## config.mk

```make
export PLATFORM = sky130hd
export DESIGN_NAME = signed_binary_to_decimal_digits_core_flat
export DESIGN_NICKNAME = d
export VERILOG_FILES = /design/src/rtl/core/sbdd_pkg.sv /design/src/rtl/core/sbdd_if.sv /design/src/rtl/core/sbdd_dabble.sv /design/src/rtl/core/sbdd_emit.sv /design/src/rtl/core/signed_binary_to_decimal_digits_core.sv /design/src/flat_wrapper.sv
export SDC_FILE = /design/constraint.sdc
export NUM_CORES = 1
export LEC_CHECK = 0
export BUFFER_PORTS_ARGS = -buffer_cell sky130_fd_sc_hd__buf_2
export CAP_MARGIN = 20
export CORE_MARGIN = 2
export CORE_UTILIZATION = 61
export CTS_CLUSTER_DIAMETER = 30
export DETAILED_ROUTE_END_ITERATION = 6
export MAX_ROUTING_LAYER = met4
export PLACE_DENSITY = 0.83
export RECOVER_POWER = 25
export SYNTH_ARGS = -nofsm -noshare
export SYNTH_HDL_FRONTEND = slang
export SYNTH_HIERARCHICAL = 1
export SYNTH_SLANG_ARGS = --single-unit
```

## constraint.sdc

```tcl
create_clock -name clk -period 4.3 [get_ports clk]
set_clock_uncertainty 0.05 [all_clocks]
set_input_delay 0.43 -clock clk [delete_from_list [all_inputs] [get_ports clk]]
set_output_delay 0.43 -clock clk [all_outputs]
set_load 0.02 [all_outputs]
```

## src/rtl/core/sbdd_pkg.sv

```systemverilog
// Package with widths and shared types of the signed decimal digit converter.
`default_nettype none

package sbdd_pkg;

    // Width of the two's complement word that is converted.
    localparam int WORD_BITS = 32;

    // Width of one decimal digit.
    localparam int DIGIT_W = 4;

    // Decimal digits needed for the largest magnitude, 2^(WORD_BITS-1).
    localparam int NUM_DIGITS = ((WORD_BITS - 1) * 30103) / 100000 + 1;

    // Width of the packed digit register.
    localparam int BCD_W = NUM_DIGITS * DIGIT_W;

    // Counter widths: conversion steps and digits still to be sent.
    localparam int STEP_W = $clog2(WORD_BITS + 1);
    localparam int CNT_W  = $clog2(NUM_DIGITS + 1);

    // Start of one conversion in the shift-and-add-3 unit.
    typedef struct packed {
        logic                 start;
        logic [WORD_BITS-1:0] mag;
    } conv_ctrl_t;

    // Hand-over of a finished digit set to the digit sender.
    typedef struct packed {
        logic             load;
        logic             negative;
        logic [BCD_W-1:0] bcd;
    } emit_load_t;

endpackage

`default_nettype wire

```

## src/rtl/core/sbdd_if.sv

```systemverilog
// Channel interfaces for input words and output digits.
`default_nettype none

// One transaction carries one two's complement word.
interface sbdd_word_if;
    logic        valid;
    logic        ready;
    logic [31:0] word;

    modport source (output valid, output word, input ready);
    modport sink   (input valid, input word, output ready);
endinterface

// One transaction carries one decimal digit with its sign and end marker.
interface sbdd_digit_if;
    logic                        valid;
    logic                        ready;
    logic [sbdd_pkg::DIGIT_W-1:0] digit;
    logic                        negative;
    logic                        last;

    modport source (output valid, output digit, output negative, output last, input ready);
    modport sink   (input valid, input digit, input negative, input last, output ready);
endinterface

`default_nettype wire

```

## src/rtl/core/sbdd_dabble.sv

```systemverilog
// Shift-and-add-3 unit that turns a binary magnitude into packed decimal digits.
`default_nettype none

module sbdd_dabble (
    input  wire logic                       clk,
    input  wire logic                       rst_n,
    input  wire sbdd_pkg::conv_ctrl_t       ctrl,
    output logic                            done,
    output logic [sbdd_pkg::BCD_W-1:0]      bcd
);

    logic [sbdd_pkg::BCD_W-1:0]     bcd_reg;
    logic [sbdd_pkg::BCD_W-1:0]     bcd_next;
    logic [sbdd_pkg::BCD_W-1:0]     adj;
    logic [sbdd_pkg::WORD_BITS-1:0] bin_reg;
    logic [sbdd_pkg::WORD_BITS-1:0] bin_next;
    logic [sbdd_pkg::STEP_W-1:0]    step_reg;
    logic [sbdd_pkg::STEP_W-1:0]    step_next;

    // Each digit of five or more gets three added before the shift.
    always_comb
    begin
        for (int i = 0; i < sbdd_pkg::NUM_DIGITS; i++)
        begin
            if (bcd_reg[i*sbdd_pkg::DIGIT_W +: sbdd_pkg::DIGIT_W] >= 4'd5)
            begin
                adj[i*sbdd_pkg::DIGIT_W +: sbdd_pkg::DIGIT_W] =
                    bcd_reg[i*sbdd_pkg::DIGIT_W +: sbdd_pkg::DIGIT_W] + 4'd3;
            end
            else
            begin
                adj[i*sbdd_pkg::DIGIT_W +: sbdd_pkg::DIGIT_W] =
                    bcd_reg[i*sbdd_pkg::DIGIT_W +: sbdd_pkg::DIGIT_W];
            end
        end
    end

    // One binary bit moves into the digit register per step.
    always_comb
    begin
        bcd_next  = bcd_reg;
        bin_next  = bin_reg;
        step_next = step_reg;
        if (ctrl.start)
        begin
            bcd_next  = '0;
            bin_next  = ctrl.mag;
            step_next = sbdd_pkg::STEP_W'(sbdd_pkg::WORD_BITS);
        end
        else if (step_reg != '0)
        begin
            bcd_next  = {adj[sbdd_pkg::BCD_W-2:0], bin_reg[sbdd_pkg::WORD_BITS-1]};
            bin_next  = {bin_reg[sbdd_pkg::WORD_BITS-2:0], 1'b0};
            step_next = step_reg - sbdd_pkg::STEP_W'(1);
        end
    end

    // The step counter is control state; the data registers need no reset.
    always_ff @(posedge clk or negedge rst_n)
    begin
        if (!rst_n)
        begin
            step_reg <= '0;
        end
        else
        begin
            step_reg <= step_next;
        end
    end

    always_ff @(posedge clk)
    begin
        bcd_reg <= bcd_next;
        bin_reg <= bin_next;
    end

    assign done = (step_reg == '0);
    assign bcd  = bcd_reg;

endmodule

`default_nettype wire

```

## src/rtl/core/sbdd_emit.sv

```systemverilog
// Digit sender: drops leading zeros and sends digits most significant first.
`default_nettype none

module sbdd_emit (
    input  wire logic                  clk,
    input  wire logic                  rst_n,
    input  wire sbdd_pkg::emit_load_t  ld,
    output logic                       busy,
    sbdd_digit_if.source               digits
);

    logic [sbdd_pkg::BCD_W-1:0]   bcd_reg;
    logic [sbdd_pkg::CNT_W-1:0]   cnt_reg;
    logic                         active_reg;
    logic                         started_reg;
    logic                         neg_reg;
    logic                         valid_reg;
    logic [sbdd_pkg::DIGIT_W-1:0] digit_reg;
    logic                         negative_reg;
    logic                         last_reg;

    logic [sbdd_pkg::DIGIT_W-1:0] top_digit;
    logic                         final_digit;
    logic                         advance;
    logic                         send;

    assign top_digit   = bcd_reg[sbdd_pkg::BCD_W-1 -: sbdd_pkg::DIGIT_W];
    assign final_digit = (cnt_reg == sbdd_pkg::CNT_W'(1));
    assign advance     = active_reg && (!valid_reg || digits.ready);
    assign send        = started_reg || (top_digit != '0) || final_digit;

    // Control state of the sender and the valid flag of the output register.
    always_ff @(posedge clk or negedge rst_n)
    begin
        if (!rst_n)
        begin
            active_reg  <= 1'b0;
            started_reg <= 1'b0;
            cnt_reg     <= '0;
            valid_reg   <= 1'b0;
        end
        else
        begin
            if (ld.load)
            begin
                active_reg  <= 1'b1;
                started_reg <= 1'b0;
                cnt_reg     <= sbdd_pkg::CNT_W'(sbdd_pkg::NUM_DIGITS);
            end
            else if (advance)
            begin
                cnt_reg <= cnt_reg - sbdd_pkg::CNT_W'(1);
                if (send)
                begin
                    started_reg <= 1'b1;
                end
                if (final_digit)
                begin
                    active_reg <= 1'b0;
                end
            end

            if (advance)
            begin
                valid_reg <= send;
            end
            else if (digits.ready)
            begin
                valid_reg <= 1'b0;
            end
        end
    end

    // Digit shift register and output payload.
    always_ff @(posedge clk)
    begin
        if (ld.load)
        begin
            bcd_reg <= ld.bcd;
            neg_reg <= ld.negative;
        end
        else if (advance)
        begin
            bcd_reg <= {bcd_reg[sbdd_pkg::BCD_W-sbdd_pkg::DIGIT_W-1:0],
                        {sbdd_pkg::DIGIT_W{1'b0}}};
        end

        if (advance && send)
        begin
            digit_reg    <= top_digit;
            negative_reg <= neg_reg;
            last_reg     <= final_digit;
        end
    end

    assign busy            = active_reg;
    assign digits.valid    = valid_reg;
    assign digits.digit    = digit_reg;
    assign digits.negative = negative_reg;
    assign digits.last     = last_reg;

endmodule

`default_nettype wire

```

## src/rtl/core/signed_binary_to_decimal_digits_core.sv

```systemverilog
// Top level of the signed binary to decimal digit converter.
// The first digit is sent once the shift-and-add-3 loop is done, the digits have
// gone to the sender and its leading zeros are skipped; one digit follows per cycle
// after that while the receiver is ready. A new word is taken once the previous one
// went to the sender, so its conversion overlaps the drain of the previous digits;
// a stalled receiver delays the hand-over. Reset clears all control state.
`default_nettype none

module signed_binary_to_decimal_digits_core (
    input  wire logic     clk,
    input  wire logic     rst_n,
    sbdd_word_if.sink     words,
    sbdd_digit_if.source  digits
);

    typedef enum logic {
        ST_IDLE,
        ST_CONV
    } state_t;

    state_t                         state_reg;
    logic                           ready_reg;
    logic                           neg_reg;
    logic [sbdd_pkg::WORD_BITS-1:0] w;
    logic                           accept;
    logic                           conv_done;
    logic                           emit_busy;
    logic [sbdd_pkg::BCD_W-1:0]     bcd;
    sbdd_pkg::conv_ctrl_t           conv_ctrl;
    sbdd_pkg::emit_load_t           emit_ld;

    assign words.ready = ready_reg;
    assign accept      = words.valid && ready_reg;
    assign w           = sbdd_pkg::WORD_BITS'(words.word);

    // A negative word is negated to its magnitude when it is taken.
    always_comb
    begin
        conv_ctrl.start = accept;
        if (w[sbdd_pkg::WORD_BITS-1])
        begin
            conv_ctrl.mag = ~w + sbdd_pkg::WORD_BITS'(1);
        end
        else
        begin
            conv_ctrl.mag = w;
        end
    end

    // The finished digits go to the sender once it has drained the previous run.
    assign emit_ld.load     = (state_reg == ST_CONV) && conv_done && !emit_busy;
    assign emit_ld.negative = neg_reg;
    assign emit_ld.bcd      = bcd;

    // Sequencer with the registered ready flag.
    always_ff @(posedge clk or negedge rst_n)
    begin
        if (!rst_n)
        begin
            state_reg <= ST_IDLE;
            ready_reg <= 1'b1;
        end
        else
        begin
            unique case (state_reg)
                ST_IDLE:
                begin
                    if (accept)
                    begin
                        state_reg <= ST_CONV;
                        ready_reg <= 1'b0;
                    end
                end
                ST_CONV:
                begin
                    if (emit_ld.load)
                    begin
                        state_reg <= ST_IDLE;
                        ready_reg <= 1'b1;
                    end
                end
                default:
                begin
                    state_reg <= ST_IDLE;
                    ready_reg <= 1'b1;
                end
            endcase
        end
    end

    // The sign is kept for the whole run.
    always_ff @(posedge clk)
    begin
        if (accept)
        begin
            neg_reg <= w[sbdd_pkg::WORD_BITS-1];
        end
    end

    sbdd_dabble u_dabble (
        .clk   (clk),
        .rst_n (rst_n),
        .ctrl  (conv_ctrl),
        .done  (conv_done),
        .bcd   (bcd)
    );

    sbdd_emit u_emit (
        .clk    (clk),
        .rst_n  (rst_n),
        .ld     (emit_ld),
        .busy   (emit_busy),
        .digits (digits)
    );

endmodule

`default_nettype wire

```

## src/flat_wrapper.sv

```systemverilog
// flat-port wrapper written by rule: the top's interface ports become plain ports
module signed_binary_to_decimal_digits_core_flat 
  (clk, rst_n, words_valid, words_word, words_ready, digits_valid, digits_digit, digits_negative, digits_last, digits_ready);
  sbdd_word_if words_i ();
  sbdd_digit_if digits_i ();
  input  wire logic clk;
  input  wire logic rst_n;
  input wire logic [$bits(words_i.valid)-1:0] words_valid;
  input wire logic [$bits(words_i.word)-1:0] words_word;
  output wire logic [$bits(words_i.ready)-1:0] words_ready;
  output wire logic [$bits(digits_i.valid)-1:0] digits_valid;
  output wire logic [$bits(digits_i.digit)-1:0] digits_digit;
  output wire logic [$bits(digits_i.negative)-1:0] digits_negative;
  output wire logic [$bits(digits_i.last)-1:0] digits_last;
  input wire logic [$bits(digits_i.ready)-1:0] digits_ready;
  assign words_i.valid = words_valid;
  assign words_i.word = words_word;
  assign words_ready = words_i.ready;
  assign digits_valid = digits_i.valid;
  assign digits_digit = digits_i.digit;
  assign digits_negative = digits_i.negative;
  assign digits_last = digits_i.last;
  assign digits_i.ready = digits_ready;
  signed_binary_to_decimal_digits_core u_core (.clk(clk), .rst_n(rst_n), .words(words_i), .digits(digits_i));
endmodule
```

-- Word-level counts from Yosys, hierarchy flattened
Cells that the tools add are included.
- bits in registers: 135
- input bits: 36
- output and inout port bits: 8
- logic and storage cells: 97
- add/subtract/negate cells: 13
- order comparisons: 10
- equality and inequality tests: 3
- muxes and demuxes: 33
- bitwise gates (word level): 2
- reductions and logical operators: 21
- operators by type and width (cell ; number):
    32-bit 2-to-1 mux ; 3
    40-bit 2-to-1 mux ; 2
    4-bit 2-to-1 mux ; 11
    4-bit by 3-bit >= comparator with 1-bit output, second input constant ; 10
    4-bit by 2-bit adder with 4-bit output, second input constant ; 9
    32-bit by 1-bit adder with 32-bit output, second input constant ; 1
    32-bit inverter ; 1
    1-bit 2-to-1 mux ; 12
    6-bit 2-to-1 mux ; 2
    2-bit nonzero test ; 5
    6-bit logical NOT ; 1
    2-bit AND reduction ; 3
    6-bit nonzero test ; 1
    6-bit by 1-bit subtractor with 6-bit output, second input constant ; 1
    1-bit logical AND ; 5
    4-bit by 1-bit == test with 1-bit output, second input constant ; 1
    1-bit one-hot mux with 2 select lines ; 2
    4-bit nonzero test ; 1
    4-bit by 1-bit subtractor with 4-bit output, second input constant ; 1
    3-bit by 2-bit adder with 3-bit output, second input constant ; 1
    1-bit logical OR ; 3
    3-bit 2-to-1 mux ; 1
    1-bit logical NOT ; 2
    2-bit by 1-bit != test with 1-bit output, second input constant ; 1
    2 further kinds ; 2

-- Longest topological paths before layout
- word-level depth: 6
- depth in mapped cells: 12
- mapped depth without buffers: 9

-- By module
The synthesis kept the hierarchy.
- modules (own cells, without submodules) (module ; instances ; cells an instance ; area each (µm²) ; sequential area each (µm²)):
    sbdd_dabble ; 1 ; 460 ; 4304.1 ; 1911.8
    sbdd_emit ; 1 ; 132 ; 2275.9 ; 1586.5
    signed_binary_to_decimal_digits_core ; 1 ; 106 ; 898.4 ; 81.3

-- Worst setup path after synthesis
Ideal clock, no wire load.
- path kind: register to register
- start: register u_core/u_dabble/step_reg[0] in the netlist's numbering
- end: register u_core/u_emit/bcd_reg[0] in the netlist's numbering, enable pin
- library setup time: 0.404 ns
- arrival time: 2.899 ns
- required time: 3.846 ns
- path slack: 0.947 ns
- cell stages (with the launch flop): 11
- path buffers: 2
- clock period less this slack: 3.353 ns
- cell sequence: dfrtp_1 -> inv_1 -> ha_1 -> nor3b_2 -> nand2_1 -> inv_1 -> buf_2 -> nand2_1 -> nor2_1 -> clkbuf_1 -> nand2b_1
- RTL lines (item ; line ; source):
    from (decl) ; sbdd_dabble.sv:17 ; logic [sbdd_pkg::STEP_W-1:0] step_reg;
    from (signal assigned) ; sbdd_dabble.sv:67 ; step_reg <= step_next;
    to (signal assigned) ; sbdd_emit.sv:79 ; bcd_reg <= ld.bcd;
    to (signal assigned) ; sbdd_emit.sv:84 ; bcd_reg <= {bcd_reg[sbdd_pkg::BCD_W-sbdd_pkg::DIGIT_W-1:0],
    to (decl) ; sbdd_emit.sv:12 ; logic [sbdd_pkg::BCD_W-1:0] bcd_reg;

==> results.ini <==
[clocking]
tritoncts.num_buffers = 17
cts_resized = 0
cts_hold_buf = 1
clkSinkCount = 135
clock_transition_at_path_regs_ps = 60
tritoncts = yes
clock-root-buffer = sky130_fd_sc_hd__clkbuf_16
post_cts.repair.setup_buffers = 0
clock_latency_late_sink_ps = 430
htree_num_levels = 4
clock_path_buffers = 2

[timing]
postLayoutSetupSlackWorst_ps = 954
max_slew.worst_pin.slew_ps = 1840
hold_violations = 0
setup_viol = 0
max_freq_mhz = 299
count_of_pins_over_their_slew_limit = 95
fin_setup_tns_ps = 0
timing.final.crit_period_ps = 3350
grt_setup_unrepaired = no
max-slew-margin-rel_pct = -22.8
ratio_of_final_minimum_period_to_clock_period_pct = 77.8

[outcome]
outcome = complete, but fails checks
failing_checks = capacitance limit, slew limit

[worst_setup_path]
worstPathRequired_ps = 4420
critical_path.max_fanout = 49
start_kind = flop
regToRegSetupSlack_ps = 950
timing.critical_path.to_type = flop
r2r-start = u_core/u_dabble/step_reg[0]$_DFFE_PN0P_
arrival_ps = 3470
reg2reg_depth = 10
critical_path.reg2reg.endpoint = u_core/u_emit/bcd_reg[7]$_DFFE_PP_
worstSetupPathType = flop to flop

[synth]
top_flip_flop_cell_by_instance_count_after_synthesis = sky130_fd_sc_hd__edfxtp_1
ys_async_sr_fraction_pct = 11.1
ys_warn_count = 6
synth-edff-count = 80
ys_types = 58
synth.ff_latch_count = 135
post_syn_instances = 698
mappedNetlistArea_um2 = 7480
synthesis.nets = 759
synth.yosys.seq_area_share_pct = 47.9
synth.avg_cell_area_um2 = 10.7

[detailed_routing]
drt-initial-drc-count = 593
post_detailed_route_via_to_cell_ratio = 6.42
wirelength_mm = 16.4
detail_route.drc_violations = 0
drtPass1Iterations = 5
wl_per_cell_um = 18.6
drtAntennaViolNets = 0
dr_total_vias = 5638

[pwr]
power.net_switching_w = 0.00234
comb_power_share_pct = 35.3
power.share.sequential_pct = 42.2
p_leak_nw = 3.06
power.density_nw_per_um2 = 770
power_frac_clock_pct = 22.5
internal_power_w = 0.00403
irDropWorstVdd_uv = 400
power.share.switching_pct = 36.8

[placement]
io_buffer_count = 43
dp_cells = 845
routabilityCongestion = 0.828
pre_cts_slack_ps = 1080
dp.final_hpwl_mm = 10.1

[layout]
area.growth.synth_to_final_pct = 10.7
post_route_cells_drive_above_1_share_pct = 22.2
num-nets-final = 779
finish.cell_count_without_fillers = 878
antenna-diode-count = 0
fill_cells = 839

[grt]
grt_first_pass_wirelength_mm = 26.8
gr-total-overflow = 0
track_usage_pct = 26.6
grt_pass1_vias = 5711
grt_start_max_net_pins = 69
antenna_found_initial = 0

[worst_hold_path]
holdPathStages = 2
hold_startpoint = words_word[0]
path_category_of_the_worst_min_delay_check = primary input to flop
min_delay_worst_endpoint = u_core/u_dabble/bin_reg[0]$_SDFFCE_PN0P_

[flow_run]
max-cap-violations = 2

[floorplanning]
rows = 40
ioPinCount = 44
fp.dieArea_um2 = 13200
initial_core_util_pct = 62.3
floorplan.die.width_um = 115
design.core.area_um2 = 12000
die_ht_um = 115

-- synthesized netlist by cell type, types with 2 or more instances --
cell,number,area (um2)
sky130_fd_sc_hd__a211o_1,2,17.5
sky130_fd_sc_hd__a211oi_1,21,158
sky130_fd_sc_hd__a21oi_1,8,40.0
sky130_fd_sc_hd__a311oi_1,9,78.8
sky130_fd_sc_hd__a31oi_1,10,62.6
sky130_fd_sc_hd__and2_1,6,37.5
sky130_fd_sc_hd__buf_1,6,22.5
sky130_fd_sc_hd__buf_2,11,55.1
sky130_fd_sc_hd__buf_4,3,22.5
sky130_fd_sc_hd__clkbuf_1,20,75.1
sky130_fd_sc_hd__clkbuf_2,10,50.1
sky130_fd_sc_hd__dfrtp_1,14,350
sky130_fd_sc_hd__dfxtp_1,40,801
sky130_fd_sc_hd__edfxtp_1,80,2400
sky130_fd_sc_hd__ha_1,25,313
sky130_fd_sc_hd__inv_1,32,120
sky130_fd_sc_hd__mux2_2,68,766
sky130_fd_sc_hd__nand2_1,81,304
sky130_fd_sc_hd__nand2b_1,15,93.8
sky130_fd_sc_hd__nand3_1,16,80.1
sky130_fd_sc_hd__nand4_1,11,68.8
sky130_fd_sc_hd__nor2_1,20,75.1
sky130_fd_sc_hd__nor2b_1,12,75.1
sky130_fd_sc_hd__nor3_1,16,80.1
sky130_fd_sc_hd__nor4_2,2,25.0
sky130_fd_sc_hd__nor4_4,2,42.5
sky130_fd_sc_hd__o211ai_1,10,75.1
sky130_fd_sc_hd__o21ai_0,43,215
sky130_fd_sc_hd__o31ai_1,7,52.6
sky130_fd_sc_hd__o32ai_1,10,87.6
sky130_fd_sc_hd__o41ai_1,13,114
sky130_fd_sc_hd__o41ai_2,5,81.3
sky130_fd_sc_hd__or2_1,2,12.5
sky130_fd_sc_hd__or2_2,2,12.5
sky130_fd_sc_hd__or3_1,12,75.1
sky130_fd_sc_hd__or4_1,3,22.5
sky130_fd_sc_hd__or4_4,2,22.5
sky130_fd_sc_hd__xnor2_1,29,254
-- how the worst max path moves through the flow --
stage,startpoint,to,cells after the start
4_1_cts,u_core/u_dabble/step_reg[0]$_DFFE_PN0P_,u_core/u_emit/bcd_reg[15]$_DFFE_PP_,9
3_5_place_dp,u_core/u_dabble/step_reg[0]$_DFFE_PN0P_,u_core/u_emit/bcd_reg[1]$_SDFFCE_PN0P_,9
5_1_grt,u_core/u_dabble/step_reg[0]$_DFFE_PN0P_,u_core/u_emit/bcd_reg[5]$_DFFE_PP_,9
3_3_place_gp,u_core/u_dabble/step_reg[0]$_DFFE_PN0P_,u_core/u_emit/bcd_reg[10]$_DFFE_PP_,9
6_report,u_core/u_dabble/step_reg[0]$_DFFE_PN0P_,u_core/u_emit/bcd_reg[7]$_DFFE_PP_,10
2_1_floorplan,u_core/u_dabble/step_reg[0]$_DFFE_PN0P_,u_core/u_emit/bcd_reg[0]$_SDFFCE_PN0P_,10
-- area by class of cell --
class	count	area [um2]	area share, %
clock buffers	20	457	5.52
inverters	32	120	1.45
well taps	147	184	2.22
multi-input cells	481	3550	42.9
clock inverters	12	125	1.51
flip-flops and latches	135	3580	43.3
repair buffers	51	263	3.17
-- kinds of logic (layout without fill, tap and decap cells) --
| kind of cell | count (synthesis) | in the layout | share of synthesized area (%) |
|---|---|---|---|
| multiplexers | 68 | 68 | 10.2 |
| AND/OR/NAND/NOR | 214 | 214 | 15.5 |
| AO/OA/AOI/OAI | 145 | 145 | 14.2 |
| buffers and inverters | 82 | 115 | 4.62 |
| XOR/XNOR | 29 | 29 | 3.40 |
| adder cells (fa/ha/maj) | 25 | 25 | 4.18 |
| flip-flops | 135 | 135 | 47.9 |
-- power groups by stage --
stage | clock network [W] | registers, W | logic (W)
after floorplan | 0 | 0.00247 | 0.00184
after global placement | 0 | 0.00267 | 0.00203
after detailed placement | 0 | 0.00270 | 0.00220
after CTS | 0.00145 | 0.00268 | 0.00223
after global routing | 0.00150 | 0.00277 | 0.00248
final | 0.00143 | 0.00269 | 0.00225
-- worst max-delay path: stages, from the launching register on --
cell and delay (ps):
sky130_fd_sc_hd__dfrtp_1 400, sky130_fd_sc_hd__inv_1 110, sky130_fd_sc_hd__ha_1 210, sky130_fd_sc_hd__nor3b_1 240, sky130_fd_sc_hd__buf_4 330, sky130_fd_sc_hd__nand2_1 110, sky130_fd_sc_hd__inv_1 380, sky130_fd_sc_hd__nand2_1 200
sky130_fd_sc_hd__nor2_4 120, sky130_fd_sc_hd__buf_4 500, sky130_fd_sc_hd__mux2_2 410
-- layout by cell type, fill, tap and decap left out, types with 14 or more instances in the layout --
master	count
sky130_fd_sc_hd__dfxtp_1	40
sky130_fd_sc_hd__mux2_2	68
sky130_fd_sc_hd__xnor2_1	29
sky130_fd_sc_hd__edfxtp_1	80
sky130_fd_sc_hd__clkbuf_16	17
sky130_fd_sc_hd__dfrtp_1	14
sky130_fd_sc_hd__ha_1	25
sky130_fd_sc_hd__nand2_1	81
sky130_fd_sc_hd__nand2b_1	14
sky130_fd_sc_hd__a211oi_1	21
sky130_fd_sc_hd__inv_1	32
sky130_fd_sc_hd__buf_2	33
sky130_fd_sc_hd__nor3_1	16
sky130_fd_sc_hd__o21ai_0	44
sky130_fd_sc_hd__nand3_1	16
sky130_fd_sc_hd__nor2_1	19
-- layer usage --
layer  up-vias  routed length (um)  track usage (%)
met4         0                 363             11.1
li1       2626                   -                -
met1      2733                6860             30.7
met2       238                8180             44.3
met5         -                   0                -
met3        41                 966             6.83
-- through the flow --
step	power, W	cell area, um2	utilization (%)	hold WS, ps
finish	0.00637	8280	68.9	300
global route	0.00674	8280	68.9	342
CTS	0.00636	8310	69.2	283
detailed placement	0.00490	7720	64.2	320
global placement	0.00470	7720	64.2	315
floorplan	0.00431	7480	-	84.4
No activity file was read; power rests on OpenSTA's default activity.
